$ cat config.mk
export PLATFORM = sky130hd
export DESIGN_NAME = pid_controller_antiwindup_top
export DESIGN_NICKNAME = d
export VERILOG_FILES = /design/src/rtl/core/pidaw_pkg.sv /design/src/rtl/core/pid_controller_antiwindup_top.sv
export VERILOG_INCLUDE_DIRS = /design/src /design/src/rtl/core
export SDC_FILE = /design/constraint.sdc
export NUM_CORES = 2
export LEC_CHECK = 0
export BUFFER_PORTS_ARGS = -buffer_cell sky130_fd_sc_hd__buf_2
export CELL_PAD_IN_SITES_DETAIL_PLACEMENT = 0
export CELL_PAD_IN_SITES_GLOBAL_PLACEMENT = 1
export CORE_MARGIN = 5
export CORE_UTILIZATION = 40
export DETAILED_ROUTE_END_ITERATION = 6
export PLACE_DENSITY_LB_ADDON = 0.1
export SKIP_LAST_GASP = 1
export SYNTH_ARGS = -nofsm -noshare
export SYNTH_HDL_FRONTEND = slang
export SYNTH_SLANG_ARGS = --single-unit
$ cat constraint.sdc
create_clock -name clk -period 25.2 [get_ports clk]
set_clock_uncertainty 0.15 [all_clocks]
set_input_delay 5.04 -clock clk [delete_from_list [all_inputs] [get_ports clk]]
set_output_delay 5.04 -clock clk [all_outputs]
set_load 0.01 [all_outputs]
$ cat src/rtl/core/pid_controller_antiwindup_top_defines.svh
// ----------------------------------------------------------------------------
// pid controller assertion macros
// shared check forms for the microcoded pid sequencer
// ----------------------------------------------------------------------------
`ifndef PID_CONTROLLER_ANTIWINDUP_TOP_DEFINES_SVH
`define PID_CONTROLLER_ANTIWINDUP_TOP_DEFINES_SVH

// condition and consequence in the same cycle
`define PID_ASSERT_NOW(lbl, ante, cons) \
  lbl: assert property (@(posedge clk) disable iff (rst) (ante) |-> (cons)) \
    else $error("pid sequencer check failed");

// consequence in the cycle after the condition
`define PID_ASSERT_NEXT(lbl, ante, cons) \
  lbl: assert property (@(posedge clk) disable iff (rst) (ante) |=> (cons)) \
    else $error("pid sequencer check failed");

`endif

$ cat src/rtl/core/pidaw_pkg.sv
// ----------------------------------------------------------------------------
// pid controller package
// word types, microcode fields and the control program of the sequencer
// ----------------------------------------------------------------------------
package pidaw_pkg;

  // full product width of the shared 33x33 signed multiplier
  localparam int PROD_W = 66;

  typedef struct packed {
    logic signed [31:0] target;
    logic signed [31:0] measured_angle;
    logic        [31:0] step_time;
    logic               clear;
  } in_word_t;

  typedef struct packed {
    logic signed [31:0] p_term;
    logic signed [31:0] i_term;
    logic signed [31:0] d_term;
    logic signed [31:0] drive;
  } out_word_t;

  // configuration register indexes
  typedef enum logic [1:0] {
    REG_GAIN_P    = 2'd0,
    REG_GAIN_I    = 2'd1,
    REG_GAIN_D    = 2'd2,
    REG_INT_LIMIT = 2'd3
  } reg_index_t;

  typedef enum logic {
    ST_IDLE,
    ST_RUN
  } seq_state_t;

  // register write performed by a step
  typedef enum logic [2:0] {
    W_NONE,
    W_ERR,
    W_INTEG,
    W_DERIV,
    W_PT,
    W_IT,
    W_DT,
    W_OUT
  } wr_op_t;

  // multiplier operand pair
  typedef enum logic [1:0] {
    MUL_DT,
    MUL_P,
    MUL_I,
    MUL_D
  } mul_sel_t;

  // jump conditions
  typedef enum logic [1:0] {
    J_NONE,
    J_DT_ZERO,
    J_DIV_BUSY,
    J_OUT_FULL
  } jmp_cond_t;

  typedef logic [3:0] step_t;

  localparam step_t STEP_ERR   = 4'd0;
  localparam step_t STEP_MULDT = 4'd1;
  localparam step_t STEP_INTEG = 4'd2;
  localparam step_t STEP_DIV   = 4'd3;
  localparam step_t STEP_MULP  = 4'd4;
  localparam step_t STEP_PT    = 4'd5;
  localparam step_t STEP_IT    = 4'd6;
  localparam step_t STEP_DT    = 4'd7;
  localparam step_t STEP_OUT   = 4'd8;

  typedef struct packed {
    wr_op_t    wr;
    mul_sel_t  mul;
    logic      div_start;
    jmp_cond_t jmp;
    step_t     target;
    logic      last;
  } ctrl_word_t;

  // control program, one word per step
  function automatic ctrl_word_t ucode_rom(input step_t s);
    ctrl_word_t w;
    w = '{wr: W_NONE, mul: MUL_DT, div_start: 1'b0, jmp: J_NONE,
          target: STEP_ERR, last: 1'b0};
    unique case (s)
      STEP_ERR:   w.wr = W_ERR;
      STEP_MULDT: begin
        w.mul    = MUL_DT;
        w.jmp    = J_DT_ZERO;
        w.target = STEP_MULP;
      end
      STEP_INTEG: begin
        w.wr        = W_INTEG;
        w.div_start = 1'b1;
      end
      STEP_DIV: begin
        w.wr     = W_DERIV;
        w.jmp    = J_DIV_BUSY;
        w.target = STEP_DIV;
      end
      STEP_MULP:  w.mul = MUL_P;
      STEP_PT: begin
        w.wr  = W_PT;
        w.mul = MUL_I;
      end
      STEP_IT: begin
        w.wr  = W_IT;
        w.mul = MUL_D;
      end
      STEP_DT:    w.wr = W_DT;
      STEP_OUT: begin
        w.wr     = W_OUT;
        w.jmp    = J_OUT_FULL;
        w.target = STEP_OUT;
        w.last   = 1'b1;
      end
      default:    w.last = 1'b1;
    endcase
    return w;
  endfunction

  // saturate a full width value to 32 bits signed
  function automatic logic signed [31:0] sat32(input logic signed [PROD_W-1:0] v);
    logic signed [31:0] r;
    if (v > $signed(PROD_W'(32'sh7fff_ffff))) begin
      r = 32'sh7fff_ffff;
    end else if (v < -$signed(PROD_W'(33'sh0_8000_0000))) begin
      r = 32'sh8000_0000;
    end else begin
      r = v[31:0];
    end
    return r;
  endfunction

endpackage

$ cat src/rtl/core/pid_controller_antiwindup_top.sv
// a word runs the steps err, muldt, integ, div, mulp, pt, it, dt and out; div is
// the bit-serial restoring divider, with 32 + FRAC_BITS quotient bits (Q16.16
// at the default); a zero step time skips integ and div; a clear word gives no
// result; a new word is taken only once the last has finished its out step;
// a waiting result holds the last step and the input stalls until it is taken
// reset (rst, synchronous): gains zero, limit 100.0, integral and last error zero
// ----------------------------------------------------------------------------
// pid controller with integral clamp
// microcoded sequencer over a shared multiplier and a serial divider
// ----------------------------------------------------------------------------
`include "pid_controller_antiwindup_top_defines.svh"

module pid_controller_antiwindup_top #(
  parameter int FRAC_BITS = 16
) (
  input  logic                 clk,
  input  logic                 rst,
  input  logic                 cfg_we,
  input  logic [1:0]           cfg_index,
  input  logic [31:0]          cfg_data,
  input  logic                 in_valid,
  output logic                 in_stall,
  input  pidaw_pkg::in_word_t  in_data,
  output logic                 out_valid,
  input  logic                 out_stall,
  output pidaw_pkg::out_word_t out_data
);

  localparam int DW    = 32 + FRAC_BITS;
  localparam int CNT_W = $clog2(DW + 1);
  localparam int PW    = pidaw_pkg::PROD_W;
  localparam logic [30:0]   LIMIT_RESET = 31'(100 << FRAC_BITS);
  localparam logic [DW-1:0] Q_NEG_MAX   = DW'(33'h0_8000_0000);
  localparam logic [DW-1:0] Q_POS_MAX   = DW'(33'h0_7fff_ffff);

  // configuration
  logic signed [31:0] gain_p;
  logic signed [31:0] gain_i;
  logic signed [31:0] gain_d;
  logic [30:0]        integral_limit;

  // state and datapath registers
  pidaw_pkg::seq_state_t seq_state, seq_state_next;
  pidaw_pkg::step_t      step, step_next;
  pidaw_pkg::in_word_t   in_reg;
  logic signed [31:0]    integral;
  logic signed [31:0]    last_error;
  logic signed [31:0]    err;
  logic signed [31:0]    deriv;
  logic signed [31:0]    p_term;
  logic signed [31:0]    i_term;
  logic signed [31:0]    d_term;
  logic signed [PW-1:0]  prod;

  // divider
  logic [32:0]      div_rem;
  logic [DW-1:0]    div_quo;
  logic [CNT_W-1:0] div_cnt;
  logic             div_neg;
  logic             div_busy;

  // combinational
  pidaw_pkg::ctrl_word_t ctrl;
  logic                  run;
  logic                  in_take;
  logic                  out_take;
  logic                  out_full;
  logic                  jump;
  logic signed [32:0]    mul_a, mul_b;
  logic signed [PW-1:0]  acc;
  logic signed [PW-1:0]  lim_ext;
  logic signed [PW-1:0]  integ_ext;
  logic signed [PW-1:0]  shifted;
  logic signed [32:0]    diff;
  logic [31:0]           diff_mag;
  logic [32:0]           trial;
  logic                  trial_ge;
  logic signed [31:0]    deriv_q;
  logic signed [33:0]    term_sum;

  assign ctrl     = pidaw_pkg::ucode_rom(step);
  assign in_take  = in_valid && !in_stall;
  assign out_take = out_valid && !out_stall;
  assign out_full = out_valid && out_stall;
  assign div_busy = (div_cnt != '0);

  // configuration writes
  always_ff @(posedge clk) begin
    if (rst) begin
      gain_p         <= '0;
      gain_i         <= '0;
      gain_d         <= '0;
      integral_limit <= LIMIT_RESET;
    end else if (cfg_we) begin
      unique case (pidaw_pkg::reg_index_t'(cfg_index))
        pidaw_pkg::REG_GAIN_P:    gain_p <= cfg_data;
        pidaw_pkg::REG_GAIN_I:    gain_i <= cfg_data;
        pidaw_pkg::REG_GAIN_D:    gain_d <= cfg_data;
        pidaw_pkg::REG_INT_LIMIT: integral_limit <= cfg_data[30:0];
        default: ;
      endcase
    end
  end

  // jump condition of the current step
  always_comb begin
    case (ctrl.jmp)
      pidaw_pkg::J_DT_ZERO:  jump = (in_reg.step_time == '0);
      pidaw_pkg::J_DIV_BUSY: jump = div_busy;
      pidaw_pkg::J_OUT_FULL: jump = out_full;
      default:               jump = 1'b0;
    endcase
  end

  // sequencer next state
  always_comb begin
    seq_state_next = seq_state;
    step_next      = step;
    unique case (seq_state)
      pidaw_pkg::ST_IDLE: begin
        step_next = pidaw_pkg::STEP_ERR;
        if (in_take && !in_data.clear) begin
          seq_state_next = pidaw_pkg::ST_RUN;
        end
      end
      pidaw_pkg::ST_RUN: begin
        if (jump) begin
          step_next = ctrl.target;
        end else if (ctrl.last) begin
          seq_state_next = pidaw_pkg::ST_IDLE;
          step_next      = pidaw_pkg::STEP_ERR;
        end else begin
          step_next = step + 4'd1;
        end
      end
      default: begin
        seq_state_next = pidaw_pkg::ST_IDLE;
        step_next      = pidaw_pkg::STEP_ERR;
      end
    endcase
  end

  // sequencer outputs
  always_comb begin
    unique case (seq_state)
      pidaw_pkg::ST_RUN: begin
        run      = 1'b1;
        in_stall = 1'b1;
      end
      default: begin
        run      = 1'b0;
        in_stall = 1'b0;
      end
    endcase
  end

  always_ff @(posedge clk) begin
    if (rst) begin
      seq_state <= pidaw_pkg::ST_IDLE;
      step      <= pidaw_pkg::STEP_ERR;
    end else begin
      seq_state <= seq_state_next;
      step      <= step_next;
    end
  end

  // multiplier operand select
  always_comb begin
    case (ctrl.mul)
      pidaw_pkg::MUL_DT: begin
        mul_a = 33'(err);
        mul_b = $signed({1'b0, in_reg.step_time});
      end
      pidaw_pkg::MUL_P: begin
        mul_a = 33'(gain_p);
        mul_b = 33'(err);
      end
      pidaw_pkg::MUL_I: begin
        mul_a = 33'(gain_i);
        mul_b = 33'(integral);
      end
      default: begin
        mul_a = 33'(gain_d);
        mul_b = 33'(deriv);
      end
    endcase
  end

  // integral update with clamp, and the derivative difference
  always_comb begin
    shifted   = prod >>> FRAC_BITS;
    integ_ext = PW'(integral);
    lim_ext   = $signed({{(PW - 31){1'b0}}, integral_limit});
    acc       = shifted + integ_ext;
    if (acc > lim_ext) begin
      acc = lim_ext;
    end else if (acc < -lim_ext) begin
      acc = -lim_ext;
    end
    diff     = 33'(err) - 33'(last_error);
    diff_mag = diff[32] ? 32'(-diff) : diff[31:0];
  end

  // divider step, quotient saturation and the sum of the three terms
  always_comb begin
    trial    = {div_rem[31:0], div_quo[DW-1]};
    trial_ge = (trial >= {1'b0, in_reg.step_time});
    if (div_neg) begin
      deriv_q = (div_quo > Q_NEG_MAX) ? 32'sh8000_0000 : -$signed(div_quo[31:0]);
    end else begin
      deriv_q = (div_quo > Q_POS_MAX) ? 32'sh7fff_ffff : $signed(div_quo[31:0]);
    end
    term_sum = 34'(p_term) + 34'(i_term) + 34'(d_term);
  end

  // serial restoring divider: (|diff| << FRAC_BITS) / step_time
  always_ff @(posedge clk) begin
    if (rst) begin
      div_cnt <= '0;
    end else if (run && ctrl.div_start) begin
      div_cnt <= CNT_W'(DW);
    end else if (div_busy) begin
      div_cnt <= div_cnt - 1'b1;
    end
  end

  always_ff @(posedge clk) begin
    if (run && ctrl.div_start) begin
      div_rem <= '0;
      div_quo <= {diff_mag, {FRAC_BITS{1'b0}}};
      div_neg <= diff[32];
    end else if (div_busy) begin
      div_rem <= trial_ge ? (trial - {1'b0, in_reg.step_time}) : trial;
      div_quo <= {div_quo[DW-2:0], trial_ge};
    end
  end

  // shared multiplier, registered
  always_ff @(posedge clk) begin
    prod <= mul_a * mul_b;
  end

  // input capture
  always_ff @(posedge clk) begin
    if (in_take) begin
      in_reg <= in_data;
    end
  end

  // datapath writes
  always_ff @(posedge clk) begin
    if (rst) begin
      integral   <= '0;
      last_error <= '0;
    end else if (in_take && in_data.clear) begin
      integral   <= '0;
      last_error <= '0;
    end else if (run) begin
      case (ctrl.wr)
        pidaw_pkg::W_INTEG: integral <= acc[31:0];
        pidaw_pkg::W_OUT:   if (!out_full) last_error <= err;
        default: ;
      endcase
    end
  end

  always_ff @(posedge clk) begin
    if (run) begin
      case (ctrl.wr)
        pidaw_pkg::W_ERR: begin
          err   <= pidaw_pkg::sat32(PW'(33'(in_reg.target) - 33'(in_reg.measured_angle)));
          deriv <= '0;
        end
        pidaw_pkg::W_DERIV: if (!div_busy) deriv <= deriv_q;
        pidaw_pkg::W_PT:    p_term <= pidaw_pkg::sat32(shifted);
        pidaw_pkg::W_IT:    i_term <= pidaw_pkg::sat32(shifted);
        pidaw_pkg::W_DT:    d_term <= pidaw_pkg::sat32(shifted);
        pidaw_pkg::W_OUT: begin
          if (!out_full) begin
            out_data.p_term <= p_term;
            out_data.i_term <= i_term;
            out_data.d_term <= d_term;
            out_data.drive  <= pidaw_pkg::sat32(PW'(term_sum));
          end
        end
        default: ;
      endcase
    end
  end

  // output word valid
  always_ff @(posedge clk) begin
    if (rst) begin
      out_valid <= 1'b0;
    end else if (run && ctrl.wr == pidaw_pkg::W_OUT && !out_full) begin
      out_valid <= 1'b1;
    end else if (out_take) begin
      out_valid <= 1'b0;
    end
  end

  // checks
  `PID_ASSERT_NEXT(a_start_run, in_take && !in_data.clear,
    seq_state == pidaw_pkg::ST_RUN && step == pidaw_pkg::STEP_ERR)
  `PID_ASSERT_NEXT(a_integ_clamped, run && ctrl.wr == pidaw_pkg::W_INTEG,
    integ_ext <= lim_ext && integ_ext >= -lim_ext)
  `PID_ASSERT_NOW(a_div_in_run, div_busy, seq_state == pidaw_pkg::ST_RUN)
  `PID_ASSERT_NOW(a_out_from_last, $rose(out_valid), $past(step) == pidaw_pkg::STEP_OUT)

endmodule

# ---- Word level (Yosys, flattened, before mapping)
# Cells that the tools add are included.
# W data, S select, Z words.
dict set report classes {
  mul 1
  bitwise_logic 2
  eq_ne 24
  mux 34
  reduce_logical 34
  n_addsub 11
  order_cmp 11
}
# operator count
set op_table {}
lappend op_table {{$mux W32} 12}
lappend op_table {{$pmux W33 S3} 2}
lappend op_table {{$mux W48} 2}
lappend op_table {{$lt A51 B66 Y1} 1}
lappend op_table {{$mul A33 B33 Y66} 1}
lappend op_table {{$neg A31 Y66} 1}
lappend op_table {{$sub A32 B32 Y33} 2}
lappend op_table {{$neg A32 Y32} 2}
lappend op_table {{$pmux W32 S2} 1}
lappend op_table {{$add A50 B32 Y51} 1}
lappend op_table {{$gt A51 B32 Y1} 1}
lappend op_table {{$gt A50 B32 Y1 const B} 1}
lappend op_table {{$lt A50 B32 Y1 const B} 1}
lappend op_table {{$gt A48 B31 Y1 const B} 1}
lappend op_table {{$gt A48 B32 Y1 const B} 1}
lappend op_table {{$add A33 B32 Y34} 1}
lappend op_table {{$gt A34 B32 Y1 const B} 1}
lappend op_table {{$lt A34 B32 Y1 const B} 1}
lappend op_table {{$add A32 B32 Y33} 1}
lappend op_table {{$ge A33 B32 Y1} 1}
lappend op_table {{$gt A33 B32 Y1 const B} 1}
lappend op_table {{$lt A33 B32 Y1 const B} 1}
lappend op_table {{$logic_not A32 Y1} 1}
lappend op_table {{$sub A32 B32 Y32} 1}
lappend op_table {{32 further kinds} 78}
dict set report word_totals {
  word_cells 145
  output_inout_bits 130
  in_bits 136
  register_bits 734
}

# ---- Depth between registers and ports, before layout
dict set report depth {
  depth_word 6
  mapped_depth 42
  mapped_depth_nobuf 37
}

# ---- Worst setup path before layout
# Ideal clock, no wire load.
dict set report synth_path {
  path_kind {input to register}
  start {input port in_valid}
  end {register integral[0]}
  slack_ns 13.918
  setup_time_ns 0.117
  t_arrival_ns 11.015
  required_time_ns 24.933
  stages 5
  n_path_buf 0
  cell_sequence {nor2b_1 -> a21oi_1 -> nand2_1 -> a311oi_1 -> a22o_1}
}
dict set report synth_via {
  elab_chain_len 3
}
# element line
set synth_rtl {}
lappend synth_rtl {{from (decl)} pid_controller_antiwindup_top.sv:21} ;# input logic in_valid,
lappend synth_rtl {{$logic_and A1 B1 Y1} pid_controller_antiwindup_top.sv:82} ;# assign in_take = in_valid && !in_stall;
lappend synth_rtl {{$logic_and A1 B1 Y1} pid_controller_antiwindup_top.sv:255} ;# end else if (in_take && in_data.clear) begin
lappend synth_rtl {{$reduce_or A2 Y1 (no source line)} -}
lappend synth_rtl {{to (signal assigned)} pid_controller_antiwindup_top.sv:260} ;# pidaw_pkg::W_INTEG: integral <= acc[31:0];
lappend synth_rtl {{to (decl)} pid_controller_antiwindup_top.sv:46} ;# logic signed [31:0] integral;
# Every way passes these cells.
# A chain may end at the register's enable or synchronous reset.

# ---- Worst setup path in the final report
dict set report layout_path {
  start {register step[0]}
  end {register prod[65]}
}
dict set report layout_via {
  elab_chain_len 5
  elab_cells_between_ends 10
  cone_classes {mul: 1; eq/ne: 5; mux: 3; reduce/logical: 1}
}
# element line
set layout_rtl {}
lappend layout_rtl {{from (decl)} pid_controller_antiwindup_top.sv:44} ;# pidaw_pkg::step_t step, step_next;
lappend layout_rtl {{from (signal assigned)} pid_controller_antiwindup_top.sv:160} ;# step <= pidaw_pkg::STEP_ERR;
lappend layout_rtl {{from (signal assigned)} pid_controller_antiwindup_top.sv:163} ;# step <= step_next;
lappend layout_rtl {{$eq A4 B3 Y1} pidaw_pkg.sv:91} ;# unique case (s)
lappend layout_rtl {{$pmux W2 S3 *} pidaw_pkg.sv:91}
lappend layout_rtl {{$eq A2 B2 Y1 (tied with other cells)} pid_controller_antiwindup_top.sv:169} ;# case (ctrl.mul)
lappend layout_rtl {{$pmux W33 S3} pid_controller_antiwindup_top.sv:169}
lappend layout_rtl {{$mul A33 B33 Y66 *} pid_controller_antiwindup_top.sv:240} ;# prod <= mul_a * mul_b;
lappend layout_rtl {{to (signal assigned)} pid_controller_antiwindup_top.sv:240}
lappend layout_rtl {{to (decl)} pid_controller_antiwindup_top.sv:53} ;# logic signed [PW-1:0] prod;
# Every way passes the cells marked *; elsewhere a longest branch is shown, timed or not.

==> results.cfg <==
[run_status]
status = finished clean

[final_layout]
multi_input_area_um2 = 53500
fin_nets = 10529
regArea_um2 = 18500
drive_above_1_share_pct = 7.95
fillers = 19302
stdcell_area_um2 = 85600
synthToLayoutAreaGrowth_pct = 9.54
largest_reg_flops = 128

[logic_synthesis]
synth_top_area_cell = fa_1
mappedNetlistArea_um2 = 78100
synthTopCellsByArea = fa_1, edfxtp_1, ha_1
synth.ff_latch_count = 718
ys_types = 93
netlist.area_leader.share_pct = 29.7
postSynthCellCount = 8640
synthArstFlopShare_pct = 0
synth_flop_cell = edfxtp_1
synth_edf_count = 417
seq_area_frac_synth_pct = 23.7
syn_avg_cell_area_um2 = 9.04
synth.net_count = 10429
synth_warnings = 0

[clocking]
cts_setup_buffers = 0
ctsResizeCount = 0
clock_sinks = 718
cts_root_buf = clkbuf_16
hold_buffers = 0
numCtsBuffers = 85
worstSkewPairLatency_ns = 0.71
cts_buffer_depth = 3
htreeDepth = 3
cts_tree = yes
path_clk_slew_ns = 0.06

[sta]
maxSlewHeadroom_pct = 19.5
finalSetupViolations = 0
fmax_mhz = 80.2
min_period_over_period_pct = 49.5
grt_setup_unrepaired = no
worst_slew_pin_slew_ns = 1.21
final-hold-violation-count = 0
tns_ns = 0
slew_violations = 0
fin_crit_ns = 12.47

[run]
drv_cap = 0

[worst_hold_path]
hold_path_class = register to register

[route]
dr.pass1.iters = 7
antenna_left = 0
via_per_inst = 5.51
drt_iter0_drc = 5362
routed_wl_um = 300000
post-route-drc-count = 0
dr_total_vias = 62689
detail_route.wl_per_cell_um = 26.4

[die]
io-pin-count = 266
initial_core_util_pct = 40.1
die_w_um = 452
die_height_um = 452
placementRows = 162
dieArea_um2 = 204000
core-area_um2 = 195000

[placement]
place_area_um2 = 82700
portBuffers = 265
hpwl_um = 233000
place.gp.congestion = 0.933

[global_routing]
grt_max_degree = 83
grt_pass1_wl_um = 442000
antenna_found_initial = 26
grt_pass1_vias = 64383
track_usage_pct = 29.3
globalRoute.totalOverflow = 0

[critical_path]
max_stage_delay_ns = 0.75
critPathSlowestCell = fa_1
cp-start-kind = register
crit_required_ns = 25.63
cp_max_fo = 60
cpMostUsedCell = fa_1
worstSetupPathType = register to register
worstSetupEndpointType = register
arrival_ns = 12.90
==> layer usage <==
metal / wire length, um / part of all wire [%] / track usage (%)
met5: 0 / 0 / 0
met4: 11900 / 4.0 / 10.3
met3: 25300 / 8.5 / 6.40
met2: 135000 / 45 / 46.3
met1: 128000 / 43 / 39.8
==> final timing paths <==
kind | startpoint | end | slack (ns) | depth (start not counted)
max reg2reg | step[0]$_SDFF_PP0_ | prod[65]$_DFF_P_ | 12.73 | 36
min reg2reg | last_error[20]$_SDFFE_PP0P_ | last_error[20]$_SDFFE_PP0P_ | 0.30 | 2
max | step[0]$_SDFF_PP0_ | prod[65]$_DFF_P_ | 12.73 | 36
min | last_error[20]$_SDFFE_PP0P_ | last_error[20]$_SDFFE_PP0P_ | 0.30 | 2
==> logic make-up after synthesis <==
group | Yosys count | synth area share [%]
simple gates | 2840 | 15.7
buf+inv | 1731 | 8.34
fa+ha+maj | 1660 | 37.7
compound gates | 1373 | 10.7
flops | 718 | 23.7
xor+xnor | 272 | 3.05
mux | 46 | 0.762
==> synthesized netlist by cell type, types with 10 or more instances <==
| cell | count |
|---|---|
| or2_2 | 27 |
| inv_1 | 1321 |
| a21boi_0 | 13 |
| or3_1 | 32 |
| ha_1 | 495 |
| buf_1 | 30 |
| clkbuf_1 | 371 |
| mux2_2 | 18 |
| xor2_1 | 91 |
| a31oi_1 | 37 |
| mux2i_1 | 19 |
| o211ai_1 | 30 |
| nand2b_1 | 68 |
| nor2_1 | 860 |
| a211oi_1 | 33 |
| a311oi_1 | 16 |
| and3_1 | 31 |
| nand3b_1 | 19 |
| nor3_1 | 105 |
| nand3_1 | 136 |
| or4_1 | 13 |
| a21o_1 | 156 |
| a221oi_1 | 25 |
| xnor2_1 | 181 |
| fa_1 | 1158 |
| o22ai_1 | 12 |
| dfxtp_1 | 301 |
| nand2_1 | 1269 |
| o21ai_1 | 20 |
| nor4_1 | 50 |
| and2_1 | 45 |
| nand4_1 | 92 |
| edfxtp_1 | 417 |
| nor2b_1 | 49 |
| o21a_1 | 39 |
| a21oi_1 | 546 |
| o21ai_0 | 299 |
| and4_1 | 10 |
| o21bai_1 | 28 |
| o31ai_1 | 18 |
==> cell usage in the layout, fill, tap and decap left out, types with 19 or more instances in the layout <==
cell type and count:
nand2_1 1265, o21bai_1 28, nand2b_1 68, nor4_1 50, or3_1 31, xor2_1 91
fa_1 1156, dfxtp_1 301, a31oi_1 36, o211ai_1 30, buf_2 264, nand4_1 92
or2_2 27, nand3b_1 19, clkbuf_16 88, ha_1 495, and2_1 44, a21oi_1 532
nand3_1 136, o21ai_0 292, inv_1 1320, and3_1 31, buf_4 156, clkinv_2 19
nor2b_1 48, a211oi_1 33, edfxtp_1 417, a21o_1 156, nor3_1 102, xnor2_1 181
o21a_1 38, a221oi_1 22, nor2_1 853
==> critical path: cells and delay by family (launching register included) <==
kind            cells  cell delay [ns]
xor+xnor            1             0.14
fa+ha+maj          10             5.19
flops               1             0.35
buf+inv             8             2.26
simple gates        6             1.43
compound gates     11             2.70
==> stage by stage <==
stage / hold slack [ns] / worst slack (ns) / util [%] / std cells
detailed placement: 0.297 / 12.89 / 42.5 / 11195
global route: 0.319 / 12.16 / 44.0 / 11359
finish: 0.302 / 12.73 / 44.0 / 11367
floorplan: 0.281 / 13.92 / - / 8640
CTS: 0.304 / 12.87 / 44.0 / 11352
global placement: 0.292 / 12.93 / 42.5 / 11195
==> layout make-up <==
type,count,area share (%)
repair buffers,420,2.91
clock buffers,100,2.67
clock inverters,57,0.697
inverters,1324,5.81
diodes,15,0.0439
multi-input cells,6191,62.5
well taps,2542,3.72
flip-flops and latches,718,21.7
Power is left out: the tool's default activity adds up to more than one toggle a clock period on the data nets, which glitch-free logic cannot reach.
